## src/design/krr_pkg.sv

```systemverilog
// Package with the constants, types and command structs of the keyed round-robin member table.
`default_nettype none
package krr_pkg;
  localparam int MaxGroups = 16;
  localparam int MaxMembers = 8;
  localparam int GW = $clog2(MaxGroups);
  localparam int MW = $clog2(MaxMembers);
  localparam int CW = $clog2(MaxMembers + 1);
  localparam int AW = GW + MW;

  localparam logic [1:0] ModeAdd = 2'd0;
  localparam logic [1:0] ModeRemove = 2'd1;
  localparam logic [1:0] ModeNext = 2'd2;
  localparam logic [1:0] ModeClear = 2'd3;

  localparam logic [1:0] StOk = 2'd0;
  localparam logic [1:0] StNotFound = 2'd1;
  localparam logic [1:0] StDuplicate = 2'd2;
  localparam logic [1:0] StFull = 2'd3;

  typedef enum logic [3:0] {
    S_IDLE, S_GSCAN, S_DISPATCH, S_MSCAN, S_MWAIT, S_ADD_NEW, S_APPEND,
    S_NEXT_RD, S_NEXT_WAIT, S_SHIFT_RD, S_SHIFT_WAIT, S_REM_FIN, S_DONE
  } state_t;

  typedef struct packed {
    logic load;
    logic gscan_clr;
    logic gscan_step;
    logic mscan_clr;
    logic mem_rd;
    logic add_new;
    logic append;
    logic next_adv;
    logic shift_wr;
    logic rem_fin;
    logic clear_all;
    logic set_result;
    logic [1:0] res_status;
    logic use_rdata;
  } cmd_t;

  typedef struct packed {
    logic [1:0] mode;
    logic gscan_done;
    logic gfound;
    logic free_found;
    logic mscan_done;
    logic mhit;
    logic group_full;
    logic next_ok;
    logic shift_done;
  } stat_t;
endpackage
`default_nettype wire

```

## src/design/krr_ctrl.sv

```systemverilog
// Controller state machine that sequences the searches and updates of the member table.
`default_nettype none
module krr_ctrl (
  input  wire logic clk,
  input  wire logic rst,
  input  wire logic start,
  output logic busy,
  output krr_pkg::cmd_t cmd,
  input  krr_pkg::stat_t st,
  output logic done
);
  import krr_pkg::*;
  state_t state, state_next;

  always_ff @(posedge clk) begin
    if (rst) begin
      state <= S_IDLE;
    end else begin
      state <= state_next;
    end
  end

  always_comb begin
    state_next = state;
    cmd = '0;
    busy = (state != S_IDLE);
    done = 1'b0;
    case (state)
      S_IDLE: begin
        if (start) begin
          cmd.load = 1'b1;
          cmd.gscan_clr = 1'b1;
          state_next = S_GSCAN;
        end
      end
      S_GSCAN: begin
        cmd.gscan_step = 1'b1;
        if (st.mode == ModeClear) begin
          state_next = S_DISPATCH;
        end else if (st.gscan_done) begin
          state_next = S_DISPATCH;
        end
      end
      S_DISPATCH: begin
        cmd.mscan_clr = 1'b1;
        if (st.mode == ModeClear) begin
          cmd.clear_all = 1'b1;
          cmd.set_result = 1'b1;
          cmd.res_status = StOk;
          state_next = S_DONE;
        end else if (!st.gfound) begin
          cmd.set_result = 1'b1;
          if (st.mode == ModeAdd) begin
            if (st.free_found) begin
              state_next = S_ADD_NEW;
            end else begin
              cmd.res_status = StFull;
              state_next = S_DONE;
            end
          end else begin
            cmd.res_status = StNotFound;
            state_next = S_DONE;
          end
          if (st.mode == ModeAdd && st.free_found) begin
            cmd.set_result = 1'b0;
          end
        end else if (st.mode == ModeNext) begin
          state_next = S_NEXT_RD;
        end else begin
          state_next = S_MSCAN;
        end
      end
      S_MSCAN: begin
        if (st.mscan_done) begin
          if (st.mode == ModeAdd) begin
            if (st.group_full) begin
              cmd.set_result = 1'b1;
              cmd.res_status = StFull;
              state_next = S_DONE;
            end else begin
              state_next = S_APPEND;
            end
          end else begin
            cmd.set_result = 1'b1;
            cmd.res_status = StNotFound;
            state_next = S_DONE;
          end
        end else begin
          cmd.mem_rd = 1'b1;
          state_next = S_MWAIT;
        end
      end
      S_MWAIT: begin
        if (st.mhit) begin
          if (st.mode == ModeAdd) begin
            cmd.set_result = 1'b1;
            cmd.res_status = StDuplicate;
            state_next = S_DONE;
          end else begin
            state_next = S_SHIFT_RD;
          end
        end else begin
          state_next = S_MSCAN;
        end
      end
      S_ADD_NEW: begin
        cmd.add_new = 1'b1;
        cmd.set_result = 1'b1;
        cmd.res_status = StOk;
        state_next = S_DONE;
      end
      S_APPEND: begin
        cmd.append = 1'b1;
        cmd.set_result = 1'b1;
        cmd.res_status = StOk;
        state_next = S_DONE;
      end
      S_NEXT_RD: begin
        if (st.next_ok) begin
          cmd.mem_rd = 1'b1;
          state_next = S_NEXT_WAIT;
        end else begin
          cmd.set_result = 1'b1;
          cmd.res_status = StNotFound;
          state_next = S_DONE;
        end
      end
      S_NEXT_WAIT: begin
        cmd.next_adv = 1'b1;
        cmd.set_result = 1'b1;
        cmd.use_rdata = 1'b1;
        cmd.res_status = StOk;
        state_next = S_DONE;
      end
      S_SHIFT_RD: begin
        if (st.shift_done) begin
          state_next = S_REM_FIN;
        end else begin
          cmd.mem_rd = 1'b1;
          state_next = S_SHIFT_WAIT;
        end
      end
      S_SHIFT_WAIT: begin
        cmd.shift_wr = 1'b1;
        state_next = S_SHIFT_RD;
      end
      S_REM_FIN: begin
        cmd.rem_fin = 1'b1;
        cmd.set_result = 1'b1;
        cmd.res_status = StOk;
        state_next = S_DONE;
      end
      S_DONE: begin
        done = 1'b1;
        state_next = S_IDLE;
      end
      default: begin
        state_next = S_IDLE;
      end
    endcase
  end
endmodule
`default_nettype wire

```

## config.mk

```make
export PLATFORM = sky130hd
export DESIGN_NAME = krr_ctrl
export DESIGN_NICKNAME = d
export VERILOG_FILES = /design/src/design/krr_pkg.sv /design/src/design/krr_ctrl.sv
export SDC_FILE = /design/constraint.sdc
export NUM_CORES = 1
export LEC_CHECK = 0
export BUFFER_PORTS_ARGS = -buffer_cell sky130_fd_sc_hd__buf_2
export CAP_MARGIN = 20
export CORE_MARGIN = 4
export CORE_UTILIZATION = 35
export CTS_CLUSTER_SIZE = 28
export DETAILED_ROUTE_END_ITERATION = 6
export MAX_ROUTING_LAYER = met4
export PLACE_DENSITY_LB_ADDON = 0.1
export SLEW_MARGIN = 10
export SYNTH_ARGS = -nofsm -noshare
export SYNTH_HDL_FRONTEND = slang
export SYNTH_SLANG_ARGS = --single-unit
```

## constraint.sdc

```tcl
create_clock -name clk -period 2.75 [get_ports clk]
set_input_delay 0.1375 -clock clk [delete_from_list [all_inputs] [get_ports clk]]
set_output_delay 0.1375 -clock clk [all_outputs]
set_load 0.02 [all_outputs]
```

==> impl_summary.txt <==
----------------------------------------------------
[Route]
  DR vias ... 730
  Routed WL ... 1810 µm
  Number of vias per cell ... 5.66
  Wire per inst ... 14.0 µm
  Number of search-and-repair iterations in the first detailed-routing pass ... 4
  Number of nets still failing antenna checks after routing ... 0
  DR DRC count ... 0
  Detailed router's first-iteration violation count ... 18

[Placement]
  Number of input and output port buffers inserted ... 29
  Cell area after placement ... 728 µm²
  Pre-CTS setup slack ... around 0.59 ns
  Placed wire-length estimate ... approximately 1400 µm
  Placed cell count ... 126
  Weighted congestion reported at the end of routability-driven placement ... 0.852

[GRT]
  Most utilized layer in the global route result ... met2
  Global-route met2 utilization ... 0.219
  Met1 capacity usage during global routing ... 0.218
  Largest net degree at the start of global routing ... 17
  Total GRT Usage ... 0.158
  First-pass GRT wire length ... roughly 3000 µm
  Initial antenna violation count ... 0
  Global-route track usage on met3 ... 0.0428
  Vias in the first global route ... 661
  GRT overflow ... 0

[Synthesis]
  Number of cells produced by synthesis ... between 80 and 90
  Number of synthesized flops with an enable pin ... 0
  Count of unique library cells instantiated by Yosys ... 38
  Xor-xnor portion of the synthesized cell area ... 0.0295
  Simple-gate area share of the yosys netlist ... 0.358
  Avg Inst Size Synth ... 6.83 µm²
  Post-synthesis net count ... 100
  Register bit total from synthesis ... 4
  Top-count cell post-synth ... sky130_fd_sc_hd__nor2_1
  Proportion of netlist area held by the largest area contributor ... 0.135
  Async set-reset flop share out of synthesis ... 0
  Multiplexer share of the synthesized area ... 0
  Register area share after synthesis ... 0.135
  Post-synthesis cell type with the largest combined area ... sky130_fd_sc_hd__dfxtp_1
  Synth Area in Adders ... 0
  Total number of yosys warnings ... 0
  Most numerous cell types in the synthesized netlist ... sky130_fd_sc_hd__nor2_1, sky130_fd_sc_hd__a21oi_1, sky130_fd_sc_hd__nand2_1, sky130_fd_sc_hd__nor3_1
  Top post-synthesis cells by area ... sky130_fd_sc_hd__dfxtp_1, sky130_fd_sc_hd__nor2_1, sky130_fd_sc_hd__a21oi_1
  Primary flip-flop cell chosen by synthesis mapping ... sky130_fd_sc_hd__dfxtp_1
  Mapped Area ... between 500 and 600 µm²
  Main combinational cell family by area after synthesis ... compound AO/OA/AOI/OAI gates
  Compound-cell area share of the yosys netlist ... 0.375

[Clocking]
  Clock transition at the registers of the reported paths ... 0.04 ns
  Clock Path Buffers ... 2
  Inserted Clock Buffers ... 3
  Post-cts repair resize count ... 0
  Clock Latency Late Sink ... 0.23 ns
  Buffer cell driving the clock tree root ... sky130_fd_sc_hd__clkbuf_4
  Hold buffer count at CTS ... 0
  Buffers inserted by post-CTS timing repair ... 0
  Clock tree from TritonCTS ... yes
  CTS H-tree depth ... 1
  CTS Sinks ... 4

[STA]
  F_max ... roughly 420 MHz
  Setup TNS Final ... 0 ns
  Minimum setup slack in the final design ... between 0.3 and 0.4 ns
  Worst Tran Pin Value ... 0.487 ns
  Number of pins exceeding their max-slew limit in the final report ... 0
  Fin. Hold Viols ... 0
  RSZ-0062 raised after global routing ... no
  Relative slew margins ... 0.675
  Final period utilization ... 0.872
  Final Hold Slack ... 0.0950 ns
  Worst clock skew ... roughly 0.0055 ns
  Min cycle time layout ... 2.40 ns
  Final setup vio count ... 0

[Final layout]
  Most flop-heavy register ... state
  Diode insertion count for antenna repair ... 0
  Area of all placed cells without fillers ... around 750 µm²
  Largest registers ... state: 4 flops
  Synth-to-Final Area Change ... 26.3%
  Flip-flop count of the largest register after layout ... 4
  Layout cell share with drive strength beyond 1 ... 0.345
  Non-filler instance count after layout ... 129
  Fillers ... 176
  Number of nets in the layout ... 128

[Floorplan]
  Top-level port count ... 30
  Chip Height ... between 40 and 50 µm
  Die area ... 2420 µm²
  Die W ... 49.2 µm
  Core area ... about 1600 µm²
  Starting density of the core ... 0.381
  Cell row count ... 14

[Critical path]
  Origin of the critical flop-to-flop path ... state[1]
  Worst setup path endpoint ... cmd[2]
  Arrival time worst endpoint ... ~2.3 ns
  Endpoint type of the worst setup path ... primary output
  Type of the worst setup path ... reg -> out
  Category of the worst setup path launch point ... flop
  Start point of the critical path ... state[1]
  Register-to-Register Path Depth ... 4
  CP Max Fanout ... 16
  Worst path required time ... 2.61 ns
  Capturing point of the worst reg2reg path ... state[3]
  Reg-to-reg slack, setup ... 0.97 ns

[Pwr]
  Standby leakage power ... 0.000349 µW
  Worst vdd rail ir drop ... 0.000521 V
  P per Cell Area ... 1070 nW/µm²

[Min path]
  Hold wc startpoint ... rst
  Worst min-delay path category ... in -> reg

[Run]
  Total of max-cap violations ... 0

[Run status]
  Run status ... finished, final reports clean

----------------------------------------------------
==> cells in the final DEF, fill, tap and decap left out, types with 2 or more instances in the layout <==
| cell | netlist | final |
|---|---|---|
| sky130_fd_sc_hd__a21oi_1 | 7 | 7 |
| sky130_fd_sc_hd__dfxtp_1 | 4 | 4 |
| sky130_fd_sc_hd__nand2_1 | 7 | 7 |
| sky130_fd_sc_hd__nor3_1 | 7 | 7 |
| sky130_fd_sc_hd__a31oi_1 | 4 | 4 |
| sky130_fd_sc_hd__nor4b_1 | 2 | 2 |
| sky130_fd_sc_hd__o21bai_1 | 2 | 2 |
| sky130_fd_sc_hd__nand2b_1 | 3 | 3 |
| sky130_fd_sc_hd__inv_1 | 4 | 4 |
| sky130_fd_sc_hd__buf_2 | 1 | 29 |
| sky130_fd_sc_hd__buf_4 | 2 | 2 |
| sky130_fd_sc_hd__and3_1 | 2 | 2 |
| sky130_fd_sc_hd__nor2_1 | 10 | 10 |
| sky130_fd_sc_hd__a2111oi_0 | 2 | 2 |
| sky130_fd_sc_hd__a221oi_1 | 2 | 2 |
| sky130_fd_sc_hd__clkbuf_4 | 0 | 3 |
| sky130_fd_sc_hd__o21ai_0 | 2 | 2 |
| sky130_fd_sc_hd__a21o_1 | 2 | 2 |
==> final cells by class <==
class / count / area (µm²) / share of cell area
Multi-Input combinational cell: 71 / 453 / 0.603
Timing Repair Buffer: 31 / 160 / 0.213
Sequential cell: 4 / 80.1 / 0.107
Clock buffer: 3 / 22.5 / 0.0300
Tap cell: 16 / 20.0 / 0.0267
Inverter: 4 / 15.0 / 0.0200
==> per-layer routing <==
layer  up-vias  wire (µm)
met1       316        866
met4         0          0
met5         -          0
li1        381          -
met3         0        119
met2        33        827
==> cell families after synthesis <==
logic type	after synthesis
AND/OR/NAND/NOR	39
AO/OA/AOI/OAI	30
buffers and inverters	12
flip-flops	4
XOR/XNOR	2
==> how the worst min path moves through the flow <==
| stage | end | cells after the start |
|---|---|---|
| 6_report | state[2] | 2 |
| 5_1_grt | state[2] | 2 |
| 4_1_cts | state[2] | 2 |
| 3_5_place_dp | state[2] | 2 |
| 3_3_place_gp | state[2] | 2 |
| 2_1_floorplan | state[2] | 1 |
==> report_power, final <==
part           total, µW  internal (µW)  switching [µW]
sequential           147           83.8            63.4
combinational        582            226             356
clock               72.0           48.8            23.2
==> worst max-delay path, stage by stage, from the launching register on <==
cell and delay, ns:
sky130_fd_sc_hd__dfxtp_1 0.61, sky130_fd_sc_hd__nand2_1 0.28, sky130_fd_sc_hd__nor4b_1 0.46, sky130_fd_sc_hd__a21oi_1 0.14, sky130_fd_sc_hd__a2111oi_2 0.33, sky130_fd_sc_hd__buf_2 0.22
==> stage by stage <==
step,total power (µW),utilization
after global placement,730,0.467
after CTS,803,0.482
after global routing,877,0.482
after floorplan,589,-
after detailed placement,726,0.467
final,801,0.482
Power figures use the tool's default switching activity.
